<file path="src/hdl/rcis_pkg.sv">
package rcis_pkg;

    // Memory and register file geometry
    localparam int MEM_WORDS = 2048;
    localparam int MEM_AW    = $clog2(MEM_WORDS);
    localparam logic [31:0] MEM_MASK = 32'(MEM_WORDS - 1);
    localparam int NUM_REGS  = 32;
    localparam int RF_AW     = $clog2(NUM_REGS);

    // Field widths fixed by the stream format
    localparam int PLEN_W    = 12;
    localparam int IDX_W     = 11;
    localparam int SHAMT_LIMIT = 32;

    // Result queue; depth is a power of two
    localparam int OFIFO_DEPTH = 2;
    localparam int OFIFO_PW    = $clog2(OFIFO_DEPTH);
    localparam int CNT_W       = $clog2(OFIFO_DEPTH + 1);

    typedef enum logic [3:0] {
        OP_ADD   = 4'd0,
        OP_SUB   = 4'd1,
        OP_MUL   = 4'd2,
        OP_MOVI  = 4'd3,
        OP_JEQ   = 4'd4,
        OP_AND   = 4'd5,
        OP_XORI  = 4'd6,
        OP_JMP   = 4'd7,
        OP_LSL   = 4'd8,
        OP_LSR   = 4'd9,
        OP_LOAD  = 4'd10,
        OP_STORE = 4'd11
    } t_opcode;

    // One result item
    typedef struct packed {
        logic [31:0]      mem_value;
        logic [IDX_W-1:0] mem_index;
        logic [31:0]      reg_value;
        logic [RF_AW-1:0] reg_index;
        logic [31:0]      pc_next;
        logic             mem_written;
        logic             reg_written;
        logic             executed;
    } t_result;

    // Register file write port
    typedef struct packed {
        logic             we;
        logic [RF_AW-1:0] addr;
        logic [31:0]      data;
    } t_rf_wr;

    // Execute stage outcome
    typedef struct packed {
        logic [31:0]       res;
        logic              wr;
        logic [31:0]       pc_next;
        logic              is_load;
        logic              is_store;
        logic [MEM_AW-1:0] maddr;
        logic [IDX_W-1:0]  mindex;
        logic [31:0]       sval;
    } t_exec;

    // Instruction field decode
    function automatic t_opcode op_of(input logic [31:0] w);
        return t_opcode'(w[31:28]);
    endfunction

    function automatic logic [RF_AW-1:0] r1_of(input logic [31:0] w);
        return w[27:23];
    endfunction

    function automatic logic [RF_AW-1:0] r2_of(input logic [31:0] w);
        return w[22:18];
    endfunction

    function automatic logic [RF_AW-1:0] r3_of(input logic [31:0] w);
        return w[17:13];
    endfunction

    function automatic logic [31:0] imm_of(input logic [31:0] w);
        return {{14{w[17]}}, w[17:0]};
    endfunction

endpackage

</file>
<file path="src/hdl/rcis_alu.sv">
module rcis_alu (
    input  logic [31:0]     i_instr,
    input  logic [31:0]     i_a,
    input  logic [31:0]     i_b,
    input  logic [31:0]     i_pc,
    output rcis_pkg::t_exec o_exec
);
    import rcis_pkg::*;

    t_opcode     op;
    logic [31:0] imm;
    logic [12:0] shamt;
    logic [31:0] pc_inc;
    logic [31:0] sum_addr;
    logic [31:0] addr_m;
    logic [31:0] prod;

    always_comb begin
        op       = op_of(i_instr);
        imm      = imm_of(i_instr);
        shamt    = i_instr[12:0];
        pc_inc   = i_pc + 32'd1;
        sum_addr = i_a + imm;
        addr_m   = sum_addr & MEM_MASK;
        prod     = i_a * i_b;

        o_exec         = '0;
        o_exec.pc_next = pc_inc;
        o_exec.maddr   = addr_m[MEM_AW-1:0];
        o_exec.mindex  = addr_m[IDX_W-1:0];
        o_exec.sval    = i_b;

        // i_b carries R3 for ALU ops, R1 for compare and store
        case (op)
            OP_ADD: begin
                o_exec.res = i_a + i_b;
                o_exec.wr  = 1'b1;
            end
            OP_SUB: begin
                o_exec.res = i_a - i_b;
                o_exec.wr  = 1'b1;
            end
            OP_MUL: begin
                o_exec.res = prod;
                o_exec.wr  = 1'b1;
            end
            OP_MOVI: begin
                o_exec.res = imm;
                o_exec.wr  = 1'b1;
            end
            OP_JEQ: begin
                if (i_b == i_a) begin
                    o_exec.pc_next = pc_inc + imm;
                end
            end
            OP_AND: begin
                o_exec.res = i_a & i_b;
                o_exec.wr  = 1'b1;
            end
            OP_XORI: begin
                o_exec.res = i_a ^ imm;
                o_exec.wr  = 1'b1;
            end
            OP_JMP: begin
                o_exec.pc_next = {pc_inc[31:28], i_instr[27:0]};
            end
            OP_LSL: begin
                o_exec.res = (shamt < 13'(SHAMT_LIMIT)) ? (i_a << shamt[4:0]) : '0;
                o_exec.wr  = 1'b1;
            end
            OP_LSR: begin
                o_exec.res = (shamt < 13'(SHAMT_LIMIT)) ? (i_a >> shamt[4:0]) : '0;
                o_exec.wr  = 1'b1;
            end
            OP_LOAD: begin
                o_exec.is_load = 1'b1;
                o_exec.wr      = 1'b1;
            end
            OP_STORE: begin
                o_exec.is_store = 1'b1;
            end
            default: begin
                o_exec.wr = 1'b0;
            end
        endcase
    end

endmodule

</file>
<file path="config.mk">
export PLATFORM = sky130hd
export DESIGN_NAME = rcis_alu
export DESIGN_NICKNAME = d
export VERILOG_FILES = /design/src/hdl/rcis_pkg.sv /design/src/hdl/rcis_alu.sv
export SDC_FILE = /design/constraint.sdc
export NUM_CORES = 2
export LEC_CHECK = 0
export ABC_AREA = 1
export ABC_CLOCK_PERIOD_IN_PS = 16600
export BUFFER_PORTS_ARGS = -buffer_cell sky130_fd_sc_hd__buf_2
export CORE_ASPECT_RATIO = 1.75
export CORE_MARGIN = 4
export CORE_UTILIZATION = 24
export DETAILED_ROUTE_END_ITERATION = 7
export GPL_TIMING_DRIVEN = 0
export PLACE_DENSITY = 0.49
export SKIP_LAST_GASP = 1
export SYNTH_ARGS = -nofsm -noshare
export SYNTH_HDL_FRONTEND = slang
export SYNTH_SLANG_ARGS = --single-unit
</file>
<file path="constraint.sdc">
create_clock -name vclk -period 16.6
set_clock_uncertainty 0.15 [all_clocks]
set_input_delay 1.66 -clock vclk [all_inputs]
set_output_delay 1.66 -clock vclk [all_outputs]
set_load 0.02 [all_outputs]
</file>
# --- Word level (Yosys, flattened, before mapping) ---
# Index checks and enable logic that the tools add are counted.
op_classes:
  mul: 1
  n_mux: 8
  n_reduce_logical: 2
  shifts: 2
  add_sub_neg: 5
  bitwise: 2
  magnitude_cmp: 1
  n_eq_ne: 12
op_table:
  columns: ["operator", "n"]
  rows:
  - ["case mux 32 bit (8 select lines)", 1]
  - ["2-to-1 mux 32 bit", 3]
  - ["adder 32 bit", 2]
  - ["case mux 32 bit (2 select lines)", 1]
  - ["adder 32 x 1 -> 32 bit (second input constant)", 1]
  - ["bitwise AND 32 bit", 1]
  - ["== test 32 bit", 1]
  - ["multiplier 32 x 32 -> 32 bit", 1]
  - ["<< shifter 32 x 5 -> 32 bit", 1]
  - ["right shift 32 x 5 -> 32 bit", 1]
  - ["subtractor 32 bit", 1]
  - ["bitwise XOR 32 bit", 1]
  - ["== test 4 x 3 -> 1 bit (second input constant)", 4]
  - ["== test 4 bit (second input constant)", 4]
  - ["< comparator 13 x 6 -> 1 bit (second input constant)", 1]
  - ["adder 11 bit", 1]
  - ["OR reduction 9 bit", 1]
  - ["== test 4 x 2 -> 1 bit (second input constant)", 2]
  - ["== test 4 x 1 -> 1 bit (second input constant)", 1]
  - ["zero test 4 bit", 1]
  - ["2-to-1 mux 1 bit", 3]
totals:
  reg_bits: 0
  in_bits: 128
  word_cells: 33
  output_inout_bits: 121

# --- Depth between registers and ports, before layout ---
logic_depth:
  word_depth: 4
  mapped_depth: 34
  mapped_depth_nobuf: 32

# --- Least setup slack after synthesis ---
# No wires, ideal clock.
synth_timing:
  path_type: "input to output"
  startpoint: "input port i_a[11]"
  endpoint: "output port o_exec[115] in the netlist's numbering"
  setup_slack_ns: 6.714
  stages: 28
  t_arrival_ns: 8.076
  required_ns: 14.790
  n_path_buf: 3
  path_cell_list: "clkbuf_1 clkbuf_1 buf_1 nand2_1 inv_1 fa_1 fa_1 fa_1 inv_1 fa_1 inv_1 fa_1 inv_1 fa_1 inv_1 fa_1 fa_1 ha_1 nand2_1 nor4_1 nand4_1 nand3_1 nand2_1 nand2_1 o21ai_0 a21oi_1 nor2_1 nand3_1"
synth_lines:
  columns: ["item", "line", "text"]
  rows:
  - ["from (decl)", "rcis_alu.sv:3", "input logic [31:0] i_a,"]
  - ["to (decl)", "rcis_alu.sv:6", "output rcis_pkg::t_exec o_exec"]

==> impl_results.rst <==
.. list-table::
   :header-rows: 1

   * - Metric
     - Value
   * - Setup TNS Final
     - 0 ps
   * - Setup fix buffers added after clock tree synthesis
     - 0
   * - Worst path slowest cell
     - clkbuf_1
   * - Vertical extent of the die
     - ~470 um
   * - Post-synth top area share
     - between 20% and 30%
   * - Detailed-route vias per instance
     - about 5.0
   * - Count of final max-slew check failures
     - 22
   * - Layout clock buffer count
     - 0
   * - DRC
     - 0
   * - Congestion Overflow GR
     - 0
   * - Category of the most critical setup path
     - in -> out
   * - Worst min-delay path class
     - in -> out
   * - Setup violation total in the final timing report
     - 0
   * - Number of antenna violations at the first check in global routing
     - 6
   * - Wire length after detailed routing
     - roughly 180000 um
   * - Mean routed wirelength per cell
     - roughly 27 um
   * - Critical path's most frequent cell
     - fa_1
   * - Sequential cell count of the final layout
     - 0
   * - IO Port Bufs
     - roughly 250
   * - Area of the die
     - between 100000 and 150000 sq um
   * - Layout overhead on the synthesized area
     - 11.18%
   * - Required time at the endpoint of the critical path
     - around 15000 ps
   * - Post-detail-place hpwl
     - between 150000 and 200000 um
   * - Number of instances resized during post-cts repair
     - 0
   * - Post-synthesis instance total
     - 4682
   * - Achievable clock frequency
     - 74.54 MHz
   * - Max cap viols
     - 2
   * - Number of global-route vias before repair
     - roughly 34k
   * - Cell area after synthesis
     - between 20000 and 30000 sq um
   * - Storage element area
     - 0 sq um
   * - Post-Layout Inst Area
     - about 33000 sq um
   * - First-pass GRT wire length
     - roughly 250000 um
   * - Count of routing violations after the opening detailed-route iteration
     - approximately 2.3k
   * - Fin crit share
     - 80.82%
   * - Syn Nets
     - around 5.5k
   * - Std-Cell Core Area
     - roughly 120000 sq um
   * - Count of hold buffers inserted by post-cts repair
     - 0
   * - CP Max Fanout
     - 10
   * - Router iterations before antenna repair
     - 6
   * - Vias
     - about 33k
   * - Final net count
     - ~5.7k
   * - Synth area leaders
     - fa_1 28%, nand2_1 16%, inv_1 14%
   * - Cell count of the worst hold path
     - 4
   * - Final hold vios
     - 0
   * - Run status
     - finished, violations left
   * - Placed inst area
     - about 33000 sq um
   * - Most numerous cell in the Yosys netlist
     - nand2_1
   * - Yosys Warn Count
     - 0
   * - Count of filler cells inserted in the layout
     - between 10k and 15k
   * - Average instance area after synthesis
     - 6.283 sq um
   * - Largest net degree at the start of global routing
     - 16
   * - Initial Util
     - 24.20%
   * - Critical path startpoint category
     - input port
   * - Number of different library cells in the post-synthesis netlist
     - 73
   * - Most used standard cells in the synthesized netlist
     - 1252 x nand2_1, 1059 x inv_1, 412 x fa_1, 261 x o21ai_0, 252 x a21oi_1
   * - Transition time of the tightest slew-check pin
     - 1528 ps
   * - Placer's final routability congestion estimate
     - between 1 and 1.5
   * - Fraction of layout cells with a size suffix above 1
     - 9.166%
   * - RSZ-0062 raised after global routing
     - no
   * - Row cnt
     - around 170
   * - Number of top-level design ports
     - about 250
   * - Maximum cell stage delay along the critical path
     - between 800 and 900 ps
   * - Tot GR Track Use
     - between 20% and 30%
   * - Sequential element share of the synthesized area
     - 0%
   * - Failing checks
     - max-capacitance violations, max-slew violations
   * - Die extent in x
     - between 200 and 300 um
   * - Worst Setup End Kind
     - output pin
   * - Post-route minimum period
     - between 10000 and 15000 ps
   * - Final standard cell utilization of the core
     - a little over a quarter
   * - Post-synthesis cell type with the largest combined area
     - fa_1
   * - Antenna-violating nets left
     - 0
   * - Worst endpoint data arrival time
     - between 10000 and 15000 ps
   * - Slew headroom
     - -1.862%
-- worst paths after layout --
path,startpoint,end
setup / recovery,i_a[11],o_exec[115]
hold / removal,i_instr[24],o_exec[80]
-- cell usage in the layout, fill, tap and decap left out, types with 51 or more instances in the layout --
master       n
nand3_1    215
clkbuf_1   116
o21ai_0    261
fa_1       412
nand2_1   1252
nor2_1     222
nand4_1     52
buf_4       51
a21oi_1    252
inv_1     1059
buf_2      307
ha_1       229
-- metrics by stage --
stage,setup WS [ps],std cells,hold WS (ps)
finish,3184,6558,3516
floorplan,6714,4682,3283
CTS,3451,6555,3518
global placement,3513,6555,3511
detailed placement,3482,6555,3516
global route,3160,6555,3542
-- final cells by class --
type | count | area, sq um | share of cell area [%]
Antenna cell | 3 | 7.507 | 0.02295
Buffer | 260 | 1270 | 3.883
Inverter | 1076 | 4039 | 12.35
Multi-Input combinational cell | 3346 | 24110 | 73.72
Tap cell | 1624 | 2032 | 6.213
Timing Repair Buffer | 249 | 1246 | 3.810
-- cells by family (layout without fill, tap and decap cells) --
kind of cell	Yosys count	after routing	share of synthesized area (%)
AOI/OAI and AO/OA	747	747	14.61
buffers and inverters	1336	1585	18.04
and+or+nand+nor	1867	1867	26.77
adders and majority gates	641	641	37.78
muxes	5	5	0.1701
xor gates and xnor gates	86	86	2.637
other	0	3	0
-- critical path, delay by kind of cell --
kind                     cells  cell delay (ps)
buffers and inverters       10             3170
AO/OA/AOI/OAI                2              410
AND/OR/NAND/NOR              9             2020
adder cells (fa/ha/maj)      9             4300
-- metal layers --
layer | GRT usage (%) | share of wire, % | wire length, um | up-vias
met2 | 48.32 | 49 | 87600 | 1422
li1 | - | - | - | 14870
met1 | 26.04 | 33 | 58290 | 16000
met5 | 0 | 0.0045 | 8 | -
met4 | 26.56 | 13 | 23400 | 2
met3 | 2.742 | 4.6 | 8232 | 559
Power is not shown: default switching activity piles up to over one toggle a cycle in this logic, so the estimate is an artifact.
