==> src/hdl/rcis_pkg.sv <==
package rcis_pkg;

    // Memory and register file geometry
    localparam int MEM_WORDS = 2048;
    localparam int MEM_AW    = $clog2(MEM_WORDS);
    localparam logic [31:0] MEM_MASK = 32'(MEM_WORDS - 1);
    localparam int NUM_REGS  = 32;
    localparam int RF_AW     = $clog2(NUM_REGS);

    // Field widths fixed by the stream format
    localparam int PLEN_W    = 12;
    localparam int IDX_W     = 11;
    localparam int SHAMT_LIMIT = 32;

    // Result queue; depth is a power of two
    localparam int OFIFO_DEPTH = 2;
    localparam int OFIFO_PW    = $clog2(OFIFO_DEPTH);
    localparam int CNT_W       = $clog2(OFIFO_DEPTH + 1);

    typedef enum logic [3:0] {
        OP_ADD   = 4'd0,
        OP_SUB   = 4'd1,
        OP_MUL   = 4'd2,
        OP_MOVI  = 4'd3,
        OP_JEQ   = 4'd4,
        OP_AND   = 4'd5,
        OP_XORI  = 4'd6,
        OP_JMP   = 4'd7,
        OP_LSL   = 4'd8,
        OP_LSR   = 4'd9,
        OP_LOAD  = 4'd10,
        OP_STORE = 4'd11
    } t_opcode;

    // One result item
    typedef struct packed {
        logic [31:0]      mem_value;
        logic [IDX_W-1:0] mem_index;
        logic [31:0]      reg_value;
        logic [RF_AW-1:0] reg_index;
        logic [31:0]      pc_next;
        logic             mem_written;
        logic             reg_written;
        logic             executed;
    } t_result;

    // Register file write port
    typedef struct packed {
        logic             we;
        logic [RF_AW-1:0] addr;
        logic [31:0]      data;
    } t_rf_wr;

    // Execute stage outcome
    typedef struct packed {
        logic [31:0]       res;
        logic              wr;
        logic [31:0]       pc_next;
        logic              is_load;
        logic              is_store;
        logic [MEM_AW-1:0] maddr;
        logic [IDX_W-1:0]  mindex;
        logic [31:0]       sval;
    } t_exec;

    // Instruction field decode
    function automatic t_opcode op_of(input logic [31:0] w);
        return t_opcode'(w[31:28]);
    endfunction

    function automatic logic [RF_AW-1:0] r1_of(input logic [31:0] w);
        return w[27:23];
    endfunction

    function automatic logic [RF_AW-1:0] r2_of(input logic [31:0] w);
        return w[22:18];
    endfunction

    function automatic logic [RF_AW-1:0] r3_of(input logic [31:0] w);
        return w[17:13];
    endfunction

    function automatic logic [31:0] imm_of(input logic [31:0] w);
        return {{14{w[17]}}, w[17:0]};
    endfunction

endpackage

==> src/hdl/rcis_ofifo.sv <==
module rcis_ofifo (
    input  logic              i_clk,
    input  logic              i_rst_n,
    input  logic              i_push,
    input  rcis_pkg::t_result i_data,
    input  logic              i_pop,
    output logic              o_valid,
    output rcis_pkg::t_result o_data
);
    import rcis_pkg::*;

    t_result             r_slot [OFIFO_DEPTH];
    logic [OFIFO_PW-1:0] r_wptr;
    logic [OFIFO_PW-1:0] r_rptr;
    logic [CNT_W-1:0]    r_count;
    logic                pop;

    assign o_valid = (r_count != '0);
    assign o_data  = r_slot[r_rptr];
    assign pop     = i_pop && o_valid;

    // Payload slots
    always_ff @(posedge i_clk) begin
        if (i_push) begin
            r_slot[r_wptr] <= i_data;
        end
    end

    // Pointers and fill level
    always_ff @(posedge i_clk) begin
        if (!i_rst_n) begin
            r_wptr  <= '0;
            r_rptr  <= '0;
            r_count <= '0;
        end else begin
            if (i_push) begin
                r_wptr <= r_wptr + OFIFO_PW'(1);
            end
            if (pop) begin
                r_rptr <= r_rptr + OFIFO_PW'(1);
            end
            if (i_push && !pop) begin
                r_count <= r_count + CNT_W'(1);
            end else if (!i_push && pop) begin
                r_count <= r_count - CNT_W'(1);
            end
        end
    end

endmodule

==> config.mk <==
export PLATFORM = sky130hd
export DESIGN_NAME = rcis_ofifo
export DESIGN_NICKNAME = d
export VERILOG_FILES = /design/src/hdl/rcis_pkg.sv /design/src/hdl/rcis_ofifo.sv
export SDC_FILE = /design/constraint.sdc
export NUM_CORES = 1
export LEC_CHECK = 0
export BUFFER_PORTS_ARGS = -buffer_cell sky130_fd_sc_hd__clkbuf_2
export CAP_MARGIN = 20
export CORE_ASPECT_RATIO = 1.4
export CORE_UTILIZATION = 52
export DETAILED_ROUTE_END_ITERATION = 8
export GPL_TIMING_DRIVEN = 1
export PLACE_DENSITY = 0.84
export SYNTH_ARGS = -nofsm -noshare
export SYNTH_HDL_FRONTEND = slang
export SYNTH_SLANG_ARGS = --single-unit
export TNS_END_PERCENT = 20
==> constraint.sdc <==
create_clock -name i_clk -period 7.82 [get_ports i_clk]
set_clock_uncertainty 0.1 [all_clocks]
set_input_delay 0.782 -clock i_clk [delete_from_list [all_inputs] [get_ports i_clk]]
set_output_delay 0.782 -clock i_clk [all_outputs]
set_load 0.01 [all_outputs]
**Yosys cells after proc, flatten, opt, wreduce, memory -nomap -nowiden**

Memory sizes are Yosys's and may differ from the RTL's. A register that Yosys moved wholly into a read port is not among the register bits.
Index checks and enable logic that the tools add are counted.

- Add/sub/neg operators: 4
- Multiplexer cells: 6
- Reductions and logical operators: 7

Operators by type and width:

| cell | count |
|---|---|
| two-way mux 1 bit | 4 |
| two-way mux 2 bit | 2 |
| nonzero test 2 bit | 2 |
| logical AND 1 bit | 3 |
| adder 1 bit, second input constant | 2 |
| adder 2 x 1 -> 2 bit, second input constant | 1 |
| logical NOT 1 bit | 2 |
| subtractor 2 x 1 -> 2 bit, second input constant | 1 |

- Register bits: 4
- Memory bits (writable): 230
- Input port bits: 119
- Output and inout bits: 116
- Word-level logic and storage cells: 21
- Memories: 1

Memory list:

| memory | depth | width | rd ports | clocked after Yosys merged registers in | wr ports | line | text |
|---|---|---|---|---|---|---|---|
| r_slot | 2 | 115 | 1 | 1 | 1 | rcis_ofifo.sv:12 | `t_result r_slot [OFIFO_DEPTH];` |

**Logic depth before layout (Yosys ltp)**

Gate-level depths: netlist (run 1).

- Word-level depth: 5
- Gate-level depth with buffers: 5
- Gate-level depth less buffers: 5

**Least setup slack after synthesis (run 1)**

Ideal clock, no wire load.

- Path type: in2reg
- Start point: input i_push
- End point: memory r_slot[0][0] in the netlist's numbering (enable)
- Library setup time: 0.604 ns
- Data arrival time: 5.806 ns
- Required time: 7.116 ns
- Slack: 1.310 ns
- Stages: 1
- Path buffers: 0
- Cell sequence: nor2b_1

- Longest elaborated chain between the ends: 2

RTL lines:

| item | line | text |
|---|---|---|
| start, declared | rcis_ofifo.sv:4 | `input logic i_push,` |
| two-way mux 1 bit | rcis_ofifo.sv:24 | `if (i_push) begin` |
| two-way mux 1 bit (not written as such) | rcis_ofifo.sv:25 | `r_slot[r_wptr] <= i_data;` |
| end, declared | rcis_ofifo.sv:12 |  |

No other way between the ends.

==> results of run 1 <==
-- worst max-delay path, stage by stage (launching register included) --
cell and delay [ns]:
dfxtp_4 0.88, buf_4 0.82, mux2_2 0.42, clkbuf_2 0.13
-- layout make-up --
| cell class | instances | share of cell area |
|---|---|---|
| clock inverter | 12 | 0.01458 |
| tap | 199 | 0.02303 |
| clock buffer | 26 | 0.05428 |
| multi-input combinational | 131 | 0.1486 |
| sequential | 235 | 0.6484 |
| timing repair buffer | 238 | 0.1111 |
-- per-layer routing --
| layer | global-route usage | vias up |
|---|---|---|
| met2 | 0.3393 | 194 |
| met3 | 0.04168 | 62 |
| met1 | 0.1766 | 2160 |
| met4 | 0.1107 | 0 |
| met5 | 0 | - |
| li1 | - | 2011 |
-- kinds of logic (layout without fill, tap and decap cells) --
family,Yosys count,after routing,share of synthesized area
simple gates,8,8,0.005745
flops,235,235,0.8043
buf+inv,13,276,0.01250
fa+ha+maj,1,1,0.001436
mux,115,115,0.1702
compound gates,4,4,0.002872
xor+xnor,3,3,0.003016
-- sequential cells by signal (all words and copies together), names as in the netlist, named ones only --
name	cells
r_slot	230
r_rptr	1
r_wptr	1
r_count	2
-- power groups by stage --
stage                     combinational (mW)  clock, mW  sequential (mW)
after CTS                              0.709       1.11             1.54
after global placement                 0.684          0             1.56
after floorplan                        0.533          0             1.51
final                                  0.699       1.08             1.54
after detailed placement               0.705          0             1.57
after global routing                   0.746       1.15             1.55
-- cells in the final DEF (no fill, tap or decap), types with 4 or more instances in the layout --
master,n
clkbuf_2,234
edfxtp_1,230
mux2_2,65
mux2_4,50
clkbuf_16,23
bufinv_16,4
clkinv_1,4
buf_4,4
dfxtp_1,4
-- per-stage QoR --
stage / power [mW] / instance area (um2) / std cells
floorplan: 2.047 / 8712 / 379
global placement: 2.244 / 10070 / 803
detailed placement: 2.274 / 10070 / 803
CTS: 3.357 / 10810 / 841
global route: 3.442 / 10810 / 841
finish: 3.322 / 10810 / 841
-- final timing paths --
check	slack, ns	end	depth (start not counted)
worst max-delay path	4.10	o_data[101]	3
worst min-delay path	0.38	r_slot[0][108]$_DFFE_PP_	1
worst max register to register	5.48	r_slot[1][30]$_DFFE_PP_	2
worst min register to register	0.41	r_count[1]$_SDFFE_PN0P_	2
==> impl_results.md, run 1 <==
* Status: complete, but fails checks
* Failing checks: design-rule violations
* Top-area cell type share of the netlist area at 0.7928
* Slew HR at 0.3582
* Internal Power at 2.515 mW
* Drt pass-1 iters at 6
* TNS Setup at 0 ns
* Largest cells by area after synthesis: edfxtp_1 79%, mux2_4 8.6%, mux2_2 8.4%
* Die Span Y at 155.2 um
* Die area at 17,280 um2
* Post-CTS Setup Inserts at 0
* Reg power frac at 0.464
* # rows at 55
* Initial core utilization at 0.5364
* I/O pins at 235
* Vias in the first global route at 4,775
* CTS resizes at 0
* Ys async rst share at 0
* Htree depth at 1
* Post-synth top flop: edfxtp_1
* Psw at 807.6 uW
* Power share of the combinational group at 0.210
* FILL cells at 1,110
* Pin count of the biggest net entering global routing at 73
* GP Congestion at 0.7681
* RSZ-0062 raised after global routing: false
* Multi-input gate area at 1607 um2
* Routed Antenna Nets at 0
* Avg Vias per Cell at 5.264
* Clock share of power at 0.326
* Max VDD drop at 219.5 uV
* Final setup fails at 0
* Min-delay worst type: input port to register
* Hold Slack at 0.3805 ns
* Leading area contributor after synthesis: edfxtp_1
* WL met2 at 8700 um
* Count leader, synth: edfxtp_1
* Number of synthesized flops with an enable pin at 230
* Placement Setup Slack at 4.549 ns
* Sw frac at 0.2431
* Post-synthesis register bit count at 235
* CP Max Fanout at 60
* Overflow after GRT at 0
* Worst path arrival time at 2.84 ns
* Hold-fix buffers, CTS at 0
* TritonCTS Buffers at 22
* Share of layout cells above drive strength 1 at 0.6044
* Pwr dens at 307.3 nW/um2
* Cell count after synthesis at 379
* Clock tree sinks at 235
* Die W at 111.4 um
* Register area share after synthesis at 0.8043
* Max Slew Vio Count at 0
* Initial antenna violation count at 0
* Worst-path clk slew at 0.06 ns
* Core area at 16,240 um2
* Fin nets at 748
* Post-layout minimum cycle time at 3.721 ns
* Routed WL at 15,790 um
* Register area at 7010 um2
* Synth Net Count at 499
* # DRC at 24
* Reg-to-Reg Start: r_wptr$_SDFFE_PN0P_
* WL met3 at 1091 um
* Startpoint type of the worst setup path: register
* Slew @ Worst Pin at 0.9628 ns
* WL met1 at 5060 um
* Initial DRC Count at 279
* Area Growth Syn to Fin at 24.10%
* PnR worst setup slack at 4.099 ns
* Syn Area/Cell at 22.99 um2
* Critical Path RT at 6.94 ns
* CTS Root Cell: clkbuf_16
* Static Leakage at 4.202 nW
* F_max at 0.2688 GHz
* Top Layer Used: met4
* Dpl hpwl at 10,730 um
* Worst hold start: i_data[108]
* Warnings, synthesis at 0
* Largest buffer count on any clock path at 3
* Number of library cell types mapped by synthesis at 17
* Total GRT Usage at 0.1798
* Vias at 4,427
* Post-layout util at 0.6657
* Fin. Hold Viols at 0
* Commonest cells post-synth: 230 x edfxtp_1, 65 x mux2_2, 50 x mux2_4, 7 x buf_6, 6 x buf_2
* Wire per inst at 18.77 um
* Port bufs at 234
* Skew-Pair Late Insertion Delay at 0.48 ns
* Ant diodes at 0
* Max cap viols at 0
* CTS tree: built
* Global-route wire length before repair at 23,780 um
* Kind of critical path: register to primary output
* CP endpoint kind: primary output
* Mapped Area at 8712 um2
* Fin crit share at 0.4758
(Power assumes the default switching activity.)
==> run 2: changes to the inputs <==
--- a/config.mk
+++ b/config.mk
@@ -8,10 +8,10 @@
 export BUFFER_PORTS_ARGS = -buffer_cell sky130_fd_sc_hd__clkbuf_2
 export CAP_MARGIN = 20
 export CORE_ASPECT_RATIO = 1.4
-export CORE_UTILIZATION = 52
+export CORE_UTILIZATION = 47
 export DETAILED_ROUTE_END_ITERATION = 8
 export GPL_TIMING_DRIVEN = 1
-export PLACE_DENSITY = 0.84
+export PLACE_DENSITY = 0.8
 export SYNTH_ARGS = -nofsm -noshare
 export SYNTH_HDL_FRONTEND = slang
 export SYNTH_SLANG_ARGS = --single-unit
==> constraint.sdc (replaced) <==
create_clock -name i_clk -period 3.1 [get_ports i_clk]
set_clock_uncertainty 0.1 [all_clocks]
set_input_delay 0.31 -clock i_clk [delete_from_list [all_inputs] [get_ports i_clk]]
set_output_delay 0.31 -clock i_clk [all_outputs]
set_load 0.01 [all_outputs]
==> run 2 against run 1 <==
Net effect:
- the flow now finishes without violations
- global-route usage is 0.37 points higher
- sequential cell count stayed put
- utilization is 0.37 points lower
- non-clock buffer count is 119 higher
- sequential power is 140% higher
- hold slack worse by 0.25 ns
- register-to-register slack worse by 4.2 ns
- combinational power grew to 3.0 times the previous value
- final area is 11% higher
- largest cell class unchanged
- highest routed layer unchanged
==> impl_results.md, run 2 (same netlist as run 1, synthesis figures left out) <==
* Status: finished, final reports clean
* Layout Cells excl Fill at 999
* Top Usage Layer GRT: met2
* Die area at 19,090 um2
* Hold path depth at 3
* Share of layout cells above drive strength 1 at 0.5079
* Core area at 18,070 um2
* Max reg flops at 230
* Largest buffer count on any clock path at 3
* I/O pins at 235
* Htree depth at 1
* Register area at 7010 um2
* Die W at 117.1 um
* Avg Vias per Cell at 4.844
* Port bufs at 234
* Worst hold start: i_push
* Commonest cells after routing, fill and taps aside: 234 x clkbuf_2, 230 x edfxtp_1, 116 x dlygate4sd3_1, 65 x mux2_2, 50 x mux2_4
* Initial core utilization at 0.4821
* Pin count of the biggest net entering global routing at 63
* Kind of critical path: register to primary output
* Max Slew Vio Count at 0
* Cell with the largest stage delay on the worst path: mux2_2
* Multi-input gate area at 1607 um2
* Final setup fails at 0
* R2r worst-path depth at 2
* CTS tree: built
* Skew-Pair Late Insertion Delay at 0.48 ns
* Cell Area, Placed at 10,180 um2
* Vias in the first global route at 5,328
* Pwr dens at 687.9 nW/um2
* Met3 usage at 0.03859
* GR met2 Demand/Resource at 0.3475
* Dpl hpwl at 10,260 um
* Placement Setup Slack at 1.332 ns
* F_max at 0.4600 GHz
* Min-delay worst type: input port to register
* Most common cell after layout, fill and taps aside: clkbuf_2
* Clock tree sinks at 235
* Global-route wire length before repair at 26,410 um
* Hold Path End: r_wptr$_SDFFE_PN0P_
* TritonCTS Buffers at 21
* PnR worst setup slack at 0.9259 ns
* CP delay by family, top: buffers and inverters
* DP Cell Count at 847
* Fin crit share at 0.7013
* CP peak stage delay at 0.39 ns
* Overflow after GRT at 0
* Fin nets at 866
* # rows at 58
* Routed WL at 17,640 um
* CTS resizes at 0
* # DRC at 0
* Top Registers: r_slot (230), r_count (2)
* Critical Path RT at 2.69 ns
* Hold-fix buffers, CTS at 116
* CTS Root Cell: clkbuf_16
* Hold Slack at 0.1309 ns
* R2R Setup Slk at 1.32 ns
* Static Leakage at 4.651 nW
* Critical Path, Cell by Cell: buf_12 -> mux2_2 -> clkbuf_2
* Startpoint type of the worst setup path: register
* Design area at 11,960 um2
* Drt pass-1 iters at 4
* Area Growth Syn to Fin at 37.31%
* CP Buf/Inv Count at 2
* R2r endpoint: r_slot[1][17]$_DFFE_PP_
* Max cap viols at 0
* Slew @ Worst Pin at 0.8332 ns
* Vias at 4,839
* Routed Antenna Nets at 0
* M1 GR Usage at 0.1997
* Fin. Hold Viols at 0
* Die Span Y at 163.1 um
* Slew HR at 0.4446
* Total GRT Usage at 0.1835
* RSZ-0062 raised after global routing: false
* Post-CTS Setup Inserts at 0
* FILL cells at 1,169
* Wire per inst at 17.66 um
* Max VDD drop at 602.6 uV
* Reg-to-Reg Start: r_wptr$_SDFFE_PN0P_
* Initial DRC Count at 274
* Initial antenna violation count at 1
* Post-layout minimum cycle time at 2.174 ns
* CP Max Fanout at 57
* Worst-path clk slew at 0.06 ns
* Worst path arrival time at 1.76 ns
* Instance count on the critical path at 3
* Biggest register: r_slot
* CP endpoint kind: primary output
* GP Congestion at 0.7142
## run 2: cell types whose count changed in the layout (fill, tap and decap cells not counted)
cell           change
clkinv_1           -2
bufinv_16          -3
buf_12             +3
diode_2            +1
clkbuf_1           +5
clkbuf_16          -2
clkbuf_8           +1
clkinvlp_4         -1
clkinv_2           -2
dlygate4sd3_1    +116
inv_6              +1
## run 2: routing by layer
| layer | vias to the layer above | part of all wire |
|---|---|---|
| met4 | 0 | 0.023 |
| met1 | 2373 | 0.37 |
| li1 | 2243 | - |
| met2 | 191 | 0.55 |
| met5 | - | 0 |
| met3 | 32 | 0.062 |
## run 2: worst max-delay path by stage
stage                        startpoint                       to
floorplan           r_wptr$_SDFFE_PN0P_   r_slot[1][0]$_DFFE_PP_
global placement                 i_push  r_slot[1][55]$_DFFE_PP_
detailed placement               i_push  r_slot[0][57]$_DFFE_PP_
CTS                            register               o_data[96]
global route                   register               o_data[96]
finish                         register               o_data[96]
## run 2: through the flow
| step | power (mW) | utilization | TNS, ns |
|---|---|---|---|
| 2_1_floorplan | 5.152 | - | -59.16 |
| 3_3_place_gp | 5.717 | 0.5633 | 0 |
| 3_5_place_dp | 5.762 | 0.5633 | 0 |
| 4_1_cts | 8.281 | 0.6619 | 0 |
| 5_1_grt | 8.537 | 0.6619 | 0 |
| 6_report | 8.229 | 0.6620 | 0 |
## run 2: final cells by class
type,count,share of cell area
clock buffer,30,0.04759
tap,240,0.02510
multi-input combinational,131,0.1343
clock inverter,5,0.004288
antenna,1,0.0002092
sequential,235,0.5860
timing repair buffer,357,0.2025
## run 2: tightest hold or removal path, stage by stage
cell	delay, ns
clkbuf_2	0.13
nor2b_1	0.06
o21a_1	0.16
## run 2: power by group
part / switching, mW / internal [mW] / leakage (nW)
clock network: 1.04 / 1.36 / 0.301
registers: 0.0665 / 3.69 / 2.20
logic: 0.978 / 1.09 / 2.15
