**config.mk**
```make
export PLATFORM = sky130hd
export DESIGN_NAME = rcis_rf
export DESIGN_NICKNAME = d
export VERILOG_FILES = /design/src/hdl/rcis_pkg.sv /design/src/hdl/rcis_rf.sv
export SDC_FILE = /design/constraint.sdc
export NUM_CORES = 1
export LEC_CHECK = 0
export BUFFER_PORTS_ARGS = -buffer_cell sky130_fd_sc_hd__clkbuf_2
export CAP_MARGIN = 20
export CELL_PAD_IN_SITES_DETAIL_PLACEMENT = 1
export CELL_PAD_IN_SITES_GLOBAL_PLACEMENT = 1
export CORE_UTILIZATION = 43
export CTS_CLUSTER_DIAMETER = 60
export DETAILED_ROUTE_END_ITERATION = 10
export PLACE_DENSITY_LB_ADDON = 0.1
export SYNTH_ARGS = -nofsm -noshare
export SYNTH_HDL_FRONTEND = slang
export SYNTH_SLANG_ARGS = --single-unit
export TNS_END_PERCENT = 10
```
**constraint.sdc**
```tcl
create_clock -name i_clk -period 6.2 [get_ports i_clk]
set_clock_uncertainty 0.2 [all_clocks]
set_input_delay 0.93 -clock i_clk [delete_from_list [all_inputs] [get_ports i_clk]]
set_output_delay 0.93 -clock i_clk [all_outputs]
set_load 0.01 [all_outputs]
```
**src/hdl/rcis_pkg.sv**
```systemverilog
package rcis_pkg;

    // Memory and register file geometry
    localparam int MEM_WORDS = 2048;
    localparam int MEM_AW    = $clog2(MEM_WORDS);
    localparam logic [31:0] MEM_MASK = 32'(MEM_WORDS - 1);
    localparam int NUM_REGS  = 32;
    localparam int RF_AW     = $clog2(NUM_REGS);

    // Field widths fixed by the stream format
    localparam int PLEN_W    = 12;
    localparam int IDX_W     = 11;
    localparam int SHAMT_LIMIT = 32;

    // Result queue; depth is a power of two
    localparam int OFIFO_DEPTH = 2;
    localparam int OFIFO_PW    = $clog2(OFIFO_DEPTH);
    localparam int CNT_W       = $clog2(OFIFO_DEPTH + 1);

    typedef enum logic [3:0] {
        OP_ADD   = 4'd0,
        OP_SUB   = 4'd1,
        OP_MUL   = 4'd2,
        OP_MOVI  = 4'd3,
        OP_JEQ   = 4'd4,
        OP_AND   = 4'd5,
        OP_XORI  = 4'd6,
        OP_JMP   = 4'd7,
        OP_LSL   = 4'd8,
        OP_LSR   = 4'd9,
        OP_LOAD  = 4'd10,
        OP_STORE = 4'd11
    } t_opcode;

    // One result item
    typedef struct packed {
        logic [31:0]      mem_value;
        logic [IDX_W-1:0] mem_index;
        logic [31:0]      reg_value;
        logic [RF_AW-1:0] reg_index;
        logic [31:0]      pc_next;
        logic             mem_written;
        logic             reg_written;
        logic             executed;
    } t_result;

    // Register file write port
    typedef struct packed {
        logic             we;
        logic [RF_AW-1:0] addr;
        logic [31:0]      data;
    } t_rf_wr;

    // Execute stage outcome
    typedef struct packed {
        logic [31:0]       res;
        logic              wr;
        logic [31:0]       pc_next;
        logic              is_load;
        logic              is_store;
        logic [MEM_AW-1:0] maddr;
        logic [IDX_W-1:0]  mindex;
        logic [31:0]       sval;
    } t_exec;

    // Instruction field decode
    function automatic t_opcode op_of(input logic [31:0] w);
        return t_opcode'(w[31:28]);
    endfunction

    function automatic logic [RF_AW-1:0] r1_of(input logic [31:0] w);
        return w[27:23];
    endfunction

    function automatic logic [RF_AW-1:0] r2_of(input logic [31:0] w);
        return w[22:18];
    endfunction

    function automatic logic [RF_AW-1:0] r3_of(input logic [31:0] w);
        return w[17:13];
    endfunction

    function automatic logic [31:0] imm_of(input logic [31:0] w);
        return {{14{w[17]}}, w[17:0]};
    endfunction

endpackage

```
**src/hdl/rcis_rf.sv**
```systemverilog
module rcis_rf (
    input  logic                       i_clk,
    input  logic                       i_rst_n,
    input  logic [rcis_pkg::RF_AW-1:0] i_ra_addr,
    input  logic [rcis_pkg::RF_AW-1:0] i_rb_addr,
    input  rcis_pkg::t_rf_wr           i_wr,
    output logic [31:0]                o_ra_data,
    output logic [31:0]                o_rb_data
);
    import rcis_pkg::*;

    logic [31:0]         r_mem [NUM_REGS];
    logic [NUM_REGS-1:0] r_valid;
    logic [31:0]         r_ra;
    logic [31:0]         r_rb;
    logic                r_ra_v;
    logic                r_rb_v;

    // Storage and registered reads
    always_ff @(posedge i_clk) begin
        if (i_wr.we) begin
            r_mem[i_wr.addr] <= i_wr.data;
        end
        r_ra <= r_mem[i_ra_addr];
        r_rb <= r_mem[i_rb_addr];
    end

    // Written flags; an unwritten register reads as zero
    always_ff @(posedge i_clk) begin
        if (!i_rst_n) begin
            r_valid <= '0;
            r_ra_v  <= 1'b0;
            r_rb_v  <= 1'b0;
        end else begin
            if (i_wr.we) begin
                r_valid[i_wr.addr] <= 1'b1;
            end
            r_ra_v <= r_valid[i_ra_addr];
            r_rb_v <= r_valid[i_rb_addr];
        end
    end

    assign o_ra_data = r_ra_v ? r_ra : '0;
    assign o_rb_data = r_rb_v ? r_rb : '0;

endmodule

```
# ---- Word-level counts from Yosys, hierarchy flattened
# Memories as Yosys holds them, arrays and structs flattened. A register that Yosys moved wholly into a read port is not among the register bits.
# Cells that the tools add are included.
dict set report classes {
  shift 0
  muxes 10
  eq_ne 0
  magnitude_cmp 4
  n_reduce_logical 1
  bitwise 1
  div 0
  multipliers 0
  addsub 0
}
# cell n
set ops {}
lappend ops {{$mux W32} 2}
lappend ops {{$or A32 B32 Y32} 1}
lappend ops {{$lt A5 B6 Y1 const B} 3}
lappend ops {{$bmux W1 S5} 2}
lappend ops {{$demux W1 S5} 1}
lappend ops {{$ge A5 B1 Y1 const B} 1}
lappend ops {{$mux W1} 5}
lappend ops {{$logic_and A1 B1 Y1} 1}
dict set report word_totals {
  mem_bits_ro 0
  out_inout_bits 64
  regBits 34
  memories 1
  in_bits 50
  mem_bits_rw 1024
  latchBits 0
}
# memory depth word_bits read_ports rd_clocked_by_memory_dff write_ports line_no
set memory_table {}
lappend memory_table {r_mem 32 32 2 2 1 rcis_rf.sv:12} ;# logic [31:0] r_mem [NUM_REGS];

# ---- Logic depth before layout (Yosys ltp)
# Gate-level depths: netlist of the first run.
dict set report depth {
  depth_word 5
  mapped_depth 7
}

# ---- Worst setup path before layout of the first run
# OpenSTA, ideal clock, no wires.
dict set report synth_path {
  path_kind {input to register}
  from {input port i_wr[32] (netlist bit)}
  to {memory r_mem[12][0] (enable)}
  path_stages 3
  t_required_ns 5.577
  arrival_ns 2.973
  path_slack_ns 2.604
  path_cell_list {or3b_2 -> clkbuf_1 -> nor2_1}
}
# element line_no
set synth_rtl {}
lappend synth_rtl {{start, declared} rcis_rf.sv:6} ;# input rcis_pkg::t_rf_wr i_wr,
lappend synth_rtl {{end, declared} rcis_rf.sv:12}
# Straight into the memory's write port.

# ---- Worst setup path in the final report of the first run
dict set report layout_path {
  from {register r_rb_v}
  to {output port o_rb_data[13]}
}
dict set report layout_via {
  elab_chain_len 1
}
# element line_no
set layout_lines {}
lappend layout_lines {{start, declared} rcis_rf.sv:17} ;# logic r_rb_v;
lappend layout_lines {{start signal, assigned} rcis_rf.sv:39} ;# r_rb_v <= r_valid[i_rb_addr];
lappend layout_lines {{$mux W32} rcis_rf.sv:44} ;# assign o_rb_data = r_rb_v ? r_rb : '0;
lappend layout_lines {{end, declared} rcis_rf.sv:8} ;# output logic [31:0] o_rb_data
# Every way passes these cells.

==> impl_table.tex, run 1 <==
\begin{tabular}{lr}
\hline
Metric & Value \\
\hline
\multicolumn{2}{l}{\textbf{Timing}} \\
Worst max-slew margin expressed relative to the limit & 29.5\% \\
Unrepaired setup endpoints after global routing & no \\
Highest Clock Rate & 288 MHz \\
Setup violations, final & 0 \\
Slew @ Worst Pin & 1060 ps \\
Post-route fraction of the period consumed by the critical path & 56.0\% \\
Final critical delay including setup and external delays & 3470 ps \\
Final hold vios & 0 \\
Setup TNS & 0 ps \\
Final number of max-transition violations & 0 \\
\multicolumn{2}{l}{\textbf{Clock network}} \\
Cts-stage hold buffer count & 0 \\
Maximum clock insertion buffer count & 3 \\
CTS tree & done \\
Number of buffers inserted during clock tree synthesis & 132 \\
Total of cells resized after clock tree synthesis & 0 \\
Register clock-pin slew on the reported worst setup and hold paths & 60 ps \\
Clock sinks & 1122 \\
Clock tree root buffer cell & sky130\_fd\_sc\_hd\_\_clkbuf\_16 \\
Clock insertion delay at the later pin of the skew report & 740 ps \\
H-tree depth & 4 \\
Number of buffers inserted to repair setup after CTS & 0 \\
\multicolumn{2}{l}{\textbf{Worst hold path}} \\
Min-Delay Endpoint & r\_valid[27]\$\_SDFFE\_PN0P\_ \\
Source of the worst hold timing path & r\_valid[27]\$\_SDFFE\_PN0P\_ \\
Count of cells along the worst hold path & 2 \\
Path class of the lowest-slack min-delay path & register to register \\
\multicolumn{2}{l}{\textbf{Synthesis}} \\
Most area-consuming cells after synthesis & sky130\_fd\_sc\_hd\_\_edfxtp\_1 61\%, sky130\_fd\_sc\_hd\_\_mux4\_2 29\%, sky130\_fd\_sc\_hd\_\_dfxtp\_1 3.9\% \\
Gate count of the mapped netlist & 2214 \\
Share of Yosys cell area claimed by the top area cell type & 61.4\% \\
Top FF cell, synth & sky130\_fd\_sc\_hd\_\_edfxtp\_1 \\
Cell taking the most area after synthesis & sky130\_fd\_sc\_hd\_\_edfxtp\_1 \\
Post-synthesis net count & 2264 \\
Post-synth EDFFs & 1024 \\
Number of synthesis warnings & 0 \\
Proportion of synthesized chip area in sequential cells & 65.3\% \\
Count of different cell masters after synthesis & 29 \\
Average cell area after synthesis & 22.6 um2 \\
Summed instance area of the synthesized netlist & 50100 um2 \\
Post-synthesis async set-or-reset flop share & 0\% \\
Register bit total from synthesis & 1122 \\
\multicolumn{2}{l}{\textbf{Layout}} \\
Count of filler cells inserted in the layout & 9925 \\
Final core utilization & 49.7\% \\
Multi-input gate area in the final layout & 16800 um2 \\
Post-layout net count & 2414 \\
Proportion of layout cells with a drive suffix above 1 & 45.8\% \\
Commonest non-fill, non-tap cells in the layout & 1024 x sky130\_fd\_sc\_hd\_\_edfxtp\_1, 652 x sky130\_fd\_sc\_hd\_\_mux4\_2, 144 x sky130\_fd\_sc\_hd\_\_clkbuf\_16, 104 x sky130\_fd\_sc\_hd\_\_clkbuf\_2, 96 x sky130\_fd\_sc\_hd\_\_dfxtp\_1 \\
Storage cell area & 32700 um2 \\
Post-route cell area & 57100 um2 \\
Leading cell type in the layout, fill and taps excluded & sky130\_fd\_sc\_hd\_\_edfxtp\_1 \\
Layout Area Growth over Synthesis & 14.0\% \\
Post-route insts no fill & 3979 \\
\multicolumn{2}{l}{\textbf{Placed design}} \\
Cell area after placement & 52700 um2 \\
Placed insts & 3742 \\
Port bufs & 113 \\
Final HPWL from detailed placement & 81100 um \\
Global placer's final weighted congestion & 0.750 \\
\multicolumn{2}{l}{\textbf{Detailed routing}} \\
Count of routing violations after the opening detailed-route iteration & 2447 \\
1st-pass router iterations & 5 \\
Vias post-DR & 25413 \\
Number of antenna-violating nets in the routed design & 0 \\
Vias per Instance & 6.39 \\
Final Routed Wirelength & 146000 um \\
Detail-routed net length per standard cell & 36.6 um \\
Detailed-route DRC error count & 0 \\
\multicolumn{2}{l}{\textbf{Power}} \\
Leakage power figure & 18.0 nW \\
VDD IR-drop max & 0.000279 V \\
PD cells & 307 nW/um2 \\
\multicolumn{2}{l}{\textbf{Setup path}} \\
Worst flop-to-flop path startpoint & r\_mem[7][10]\$\_DFFE\_PP\_ \\
Critical path arrival & 2340 ps \\
Count of buffer and inverter cells on the critical path & 2 \\
Worst Setup End Kind & primary output \\
R2R Path End & r\_ra[10]\$\_DFF\_P\_ \\
Critical path peak fanout & 20 \\
FF-to-FF path depth & 3 \\
Worst Setup Start Kind & register \\
Largest stage delay, worst path & 820 ps \\
Critical-path top delay cell & sky130\_fd\_sc\_hd\_\_dfxtp\_2 \\
Crit path kind & register to primary output \\
WP data required & 5070 ps \\
Top cell family by delay on the critical path & flip-flops \\
Register-to-register setup slack & 4060 ps \\
List of cells traversed by the critical path & buf\_4 -> and2\_1 -> clkbuf\_2 \\
\multicolumn{2}{l}{\textbf{Floorplanning}} \\
Placeable Area & 115000 um2 \\
Die area & 118000 um2 \\
Die Ht & 343 um \\
Initial standard-cell utilization of the core & 43.6\% \\
I/O Pins & 114 \\
Horizontal die dimension & 343 um \\
Count of standard-cell rows & 124 \\
\multicolumn{2}{l}{\textbf{Global route}} \\
Global-route wire length before repair & 206000 um \\
Vias in the first global route & 27623 \\
Total grt overflow & 0 \\
Maximum number of pins on one net before global-route repair & 100 \\
GR Util All Layers & 25.3\% \\
Initial antenna violation count & 11 \\
\multicolumn{2}{l}{\textbf{Job}} \\
Max Cap Violations & 0 \\
\multicolumn{2}{l}{\textbf{Outcome}} \\
Result of the run & complete, no violations \\
\hline
\end{tabular}
## stage by stage
step	hold slack [ps]	worst slack (ps)	power, W
finish	306	2730	0.0175
global route	303	2590	0.0180
CTS	286	2600	0.0177
detailed placement	292	2250	0.00992
global placement	266	2110	0.00989
floorplan	250	2600	0.00943
## worst max-delay path by stage
| stage | slack, ps | depth (start not counted) | end | from |
|---|---|---|---|---|
| CTS | 2600 | 3 | o_rb_data[13] | r_rb_v$_SDFF_PN0_ |
| global placement | 2110 | 4 | r_mem[2][30]$_DFFE_PP_ | i_wr[32] |
| finish | 2730 | 3 | o_rb_data[13] | r_rb_v$_SDFF_PN0_ |
| detailed placement | 2250 | 4 | r_mem[26][29]$_DFFE_PP_ | i_wr[32] |
| floorplan | 2600 | 3 | r_mem[12][0]$_DFFE_PP_ | i_wr[32] |
| global route | 2590 | 3 | o_rb_data[13] | r_rb_v$_SDFF_PN0_ |
## final cells by class
type                    instances  area share [%]
clock buffers                 190            6.81
multi-input cells             922            29.4
flip-flops and latches       1122            57.3
inverters                       3          0.0197
repair buffers                183            2.38
well taps                    1512            3.31
clock inverters                46           0.817
diodes                          1         0.00438
## report_power, final
group | total (W) | switching (W) | internal [W]
sequential | 0.00847 | 0.0000703 | 0.00840
clock | 0.00777 | 0.00305 | 0.00472
combinational | 0.00126 | 0.000666 | 0.000597
total | 0.0175 | 0.00379 | 0.0137
## kinds of logic (layout without fill, tap and decap cells)
kind of cell,count (synthesis),after routing,synth area share [%]
flip-flops,1122,1122,65.3
multiplexers,729,729,31.0
AND/OR/NAND/NOR,182,182,1.81
buffers and inverters,170,422,1.68
AO/OA/AOI/OAI,11,11,0.177
other,0,1,0
## state kept, by name, indices dropped and copies added (netlist names)
register	cells
r_ra	32
r_valid	32
r_ra_v	1
r_mem	1024
r_rb	32
r_rb_v	1
## metal layers
metal,vias to the layer above,part of all wire [%],GRT usage [%]
li1,10045,-,-
met1,14156,42,35.2
met2,968,49,40.6
met3,226,6.4,4.92
met4,18,2.6,7.64
met5,-,0.074,0
## Yosys cell counts (3+ instances only)
| cell type | instances |
|---|---|
| sky130_fd_sc_hd__nor2_1 | 94 |
| sky130_fd_sc_hd__mux2i_1 | 10 |
| sky130_fd_sc_hd__buf_1 | 16 |
| sky130_fd_sc_hd__mux2_2 | 67 |
| sky130_fd_sc_hd__clkbuf_1 | 87 |
| sky130_fd_sc_hd__nand2_1 | 4 |
| sky130_fd_sc_hd__nand3_1 | 3 |
| sky130_fd_sc_hd__buf_2 | 30 |
| sky130_fd_sc_hd__dfxtp_1 | 98 |
| sky130_fd_sc_hd__nand3b_1 | 7 |
| sky130_fd_sc_hd__buf_6 | 10 |
| sky130_fd_sc_hd__or3b_2 | 3 |
| sky130_fd_sc_hd__and2_1 | 64 |
| sky130_fd_sc_hd__mux4_2 | 652 |
| sky130_fd_sc_hd__o21a_1 | 5 |
| sky130_fd_sc_hd__buf_4 | 24 |
| sky130_fd_sc_hd__edfxtp_1 | 1024 |
## worst min-delay path, cell delays in order (launching register included)
cell and delay (ps):
sky130_fd_sc_hd__dfxtp_1 350, sky130_fd_sc_hd__nor2_1 60, sky130_fd_sc_hd__nor2_1 70
Note: power is estimated with default switching activity, not from simulation.
==> inputs of run 2 (changes only) <==
==> constraint.sdc (replaced) <==
create_clock -name i_clk -period 3.4 [get_ports i_clk]
set_clock_uncertainty 0.2 [all_clocks]
set_input_delay 0.51 -clock i_clk [delete_from_list [all_inputs] [get_ports i_clk]]
set_output_delay 0.51 -clock i_clk [all_outputs]
set_load 0.01 [all_outputs]
==> run 2 against run 1 <==
  * Utilization up 0.76 points
  * Clock power up 81%
  * Routed wire length up 3.9%
  * Sequential cell count unchanged
  * Hold slack worse by 200 ps
  * Critical path depth unchanged
  * Sequential power up 83%
  * Design area up 1.5%
  * First-iteration DRC count up 5.9%
  * Via count up 3.6%
  * Largest power group unchanged
==> impl_table.tex, run 2 (synthesis results as in run 1) <==
\begin{tabular}{lr}
\hline
Metric & Value \\
\hline
\multicolumn{2}{l}{\textbf{Worst hold path}} \\
Source of the worst hold timing path & i\_rb\_addr[3] \\
Count of cells along the worst hold path & 3 \\
Min-Delay Endpoint & r\_rb\_v\$\_SDFF\_PN0\_ \\
Path class of the lowest-slack min-delay path & input port to register \\
\multicolumn{2}{l}{\textbf{Layout}} \\
Layout Area Growth over Synthesis & 15.8\% \\
Multi-input gate area in the final layout & 16800 um2 \\
Count of filler cells inserted in the layout & 9933 \\
Most flop-heavy register & r\_mem \\
Max reg flops & 1024 \\
Proportion of layout cells with a drive suffix above 1 & 47.4\% \\
Storage cell area & 32700 um2 \\
Commonest non-fill, non-tap cells in the layout & 1024 x sky130\_fd\_sc\_hd\_\_edfxtp\_1, 652 x sky130\_fd\_sc\_hd\_\_mux4\_2, 137 x sky130\_fd\_sc\_hd\_\_clkbuf\_16, 105 x sky130\_fd\_sc\_hd\_\_buf\_4, 104 x sky130\_fd\_sc\_hd\_\_clkbuf\_2 \\
Leading cell type in the layout, fill and taps excluded & sky130\_fd\_sc\_hd\_\_edfxtp\_1 \\
Post-layout net count & 2490 \\
\multicolumn{2}{l}{\textbf{Timing}} \\
Slew @ Worst Pin & 963 ps \\
Final critical delay including setup and external delays & 3030 ps \\
Setup TNS & 0 ps \\
Worst max-slew margin expressed relative to the limit & 35.7\% \\
Final setup margin & 369 ps \\
Highest Clock Rate & 330 MHz \\
Final hold vios & 0 \\
Post-route fraction of the period consumed by the critical path & 89.2\% \\
Unrepaired setup endpoints after global routing & no \\
Final number of max-transition violations & 0 \\
Setup violations, final & 0 \\
\multicolumn{2}{l}{\textbf{Detailed routing}} \\
Wl on met1 & 64200 um \\
Highest layer used for signal routing & met5 \\
Met2 WL post-DR & 71800 um \\
Count of routing violations after the opening detailed-route iteration & 2591 \\
Vias post-DR & 26325 \\
Detailed-route DRC error count & 0 \\
Number of antenna-violating nets in the routed design & 0 \\
Met3 WL post-DR & 11600 um \\
1st-pass router iterations & 5 \\
Detail-routed net length per standard cell & 37.2 um \\
Vias per Instance & 6.48 \\
Final Routed Wirelength & 151000 um \\
\multicolumn{2}{l}{\textbf{Floorplanning}} \\
Die area & 118000 um2 \\
Placeable Area & 115000 um2 \\
Count of standard-cell rows & 124 \\
Initial standard-cell utilization of the core & 43.6\% \\
Horizontal die dimension & 343 um \\
Die Ht & 343 um \\
I/O Pins & 114 \\
\multicolumn{2}{l}{\textbf{Global route}} \\
Vias in the first global route & 28223 \\
Initial antenna violation count & 10 \\
Maximum number of pins on one net before global-route repair & 68 \\
Global-route wire length before repair & 213000 um \\
Total grt overflow & 0 \\
GR Util All Layers & 26.2\% \\
\multicolumn{2}{l}{\textbf{Clock network}} \\
Register clock-pin slew on the reported worst setup and hold paths & 60 ps \\
Clock insertion delay at the later pin of the skew report & 740 ps \\
Maximum clock insertion buffer count & 3 \\
CTS tree & done \\
Clock sinks & 1122 \\
Number of buffers inserted during clock tree synthesis & 132 \\
H-tree depth & 4 \\
Clock tree root buffer cell & sky130\_fd\_sc\_hd\_\_clkbuf\_16 \\
\multicolumn{2}{l}{\textbf{Placed design}} \\
Final HPWL from detailed placement & 84200 um \\
Global placer's final weighted congestion & 0.775 \\
Worst setup slack after placement & 455 ps \\
Port bufs & 113 \\
\multicolumn{2}{l}{\textbf{Setup path}} \\
Top cell family by delay on the critical path & flip-flops \\
Count of buffer and inverter cells on the critical path & 2 \\
Worst Setup End Kind & primary output \\
Register-to-register setup slack & 1340 ps \\
Critical path peak fanout & 24 \\
Crit path kind & register to primary output \\
R2R Path End & r\_rb[2]\$\_DFF\_P\_ \\
WP data required & 2690 ps \\
Critical path arrival & 2320 ps \\
List of cells traversed by the critical path & buf\_4 -> and2\_1 -> clkbuf\_2 \\
Worst flop-to-flop path startpoint & r\_mem[24][2]\$\_DFFE\_PP\_ \\
Critical-path top delay cell & sky130\_fd\_sc\_hd\_\_dfxtp\_2 \\
Worst Setup Start Kind & register \\
Largest stage delay, worst path & 920 ps \\
FF-to-FF path depth & 3 \\
\multicolumn{2}{l}{\textbf{Power}} \\
PD cells & 550 nW/um2 \\
Leakage power figure & 18.4 nW \\
VDD IR-drop max & 0.000445 V \\
\multicolumn{2}{l}{\textbf{Job}} \\
Max Cap Violations & 0 \\
\multicolumn{2}{l}{\textbf{Outcome}} \\
Result of the run & complete, no violations \\
\hline
\end{tabular}
## run 2: power breakdown
group          internal (W)  switching [W]  leakage [nW]  total, W
clock               0.00848        0.00557          2.12    0.0141
sequential           0.0153       0.000148          10.0    0.0155
combinational       0.00116        0.00120          6.29   0.00236
total                0.0250        0.00692          18.4    0.0319
## run 2: area by class of cell
class	count	area share, %
flip-flops and latches	1122	56.4
clock inverters	54	0.947
repair buffers	259	3.88
diodes	9	0.0388
well taps	1512	3.26
inverters	3	0.0194
multi-input cells	922	28.9
clock buffers	183	6.49
## run 2: repair_timing
action / in CTS / in global routing
hold endpoints to repair: 5 / 0
hold buffers: 2 / 0
setup buffers: 0 / 0
resized for setup: 0 / 0
## run 2: how the worst max path moves through the flow
| stage | startpoint | endpoint | slack [ps] | cells after the start |
|---|---|---|---|---|
| detailed placement | i_rb_addr[0] | r_rb[14]$_DFF_P_ | 450 | 5 |
| global route | r_rb_v$_SDFF_PN0_ | o_rb_data[13] | 320 | 3 |
| finish | r_rb_v$_SDFF_PN0_ | o_rb_data[18] | 370 | 3 |
| floorplan | i_wr[32] | r_mem[12][0]$_DFFE_PP_ | 220 | 3 |
| global placement | i_ra_addr[0] | r_ra[15]$_DFF_P_ | 470 | 6 |
| CTS | r_rb_v$_SDFF_PN0_ | o_rb_data[25] | 340 | 3 |
## run 2: metrics by stage
stage                     std cells  utilization, %  instance area, um2  total power [W]  hold WS [ps]
final                          4064            50.4               58000           0.0319           107
after global routing           4055            50.4               58000           0.0327           102
after CTS                      4055            50.4               58000           0.0322          58.8
after detailed placement       3816            46.6               53600           0.0181           285
after global placement         3816            46.6               53600           0.0181           266
after floorplan                2214               -               50100           0.0172           250
## run 2: layer usage
layer	track usage (%)	vias up
met5	0	-
met4	7.19	12
met3	5.22	230
met2	40.6	1107
met1	38.2	14742
li1	-	10234
## run 2: worst reg2reg max path: stages (launching register included)
cell and delay, ps:
sky130_fd_sc_hd__edfxtp_1 410, sky130_fd_sc_hd__mux4_2 480, sky130_fd_sc_hd__mux4_2 500, sky130_fd_sc_hd__mux2_2 340
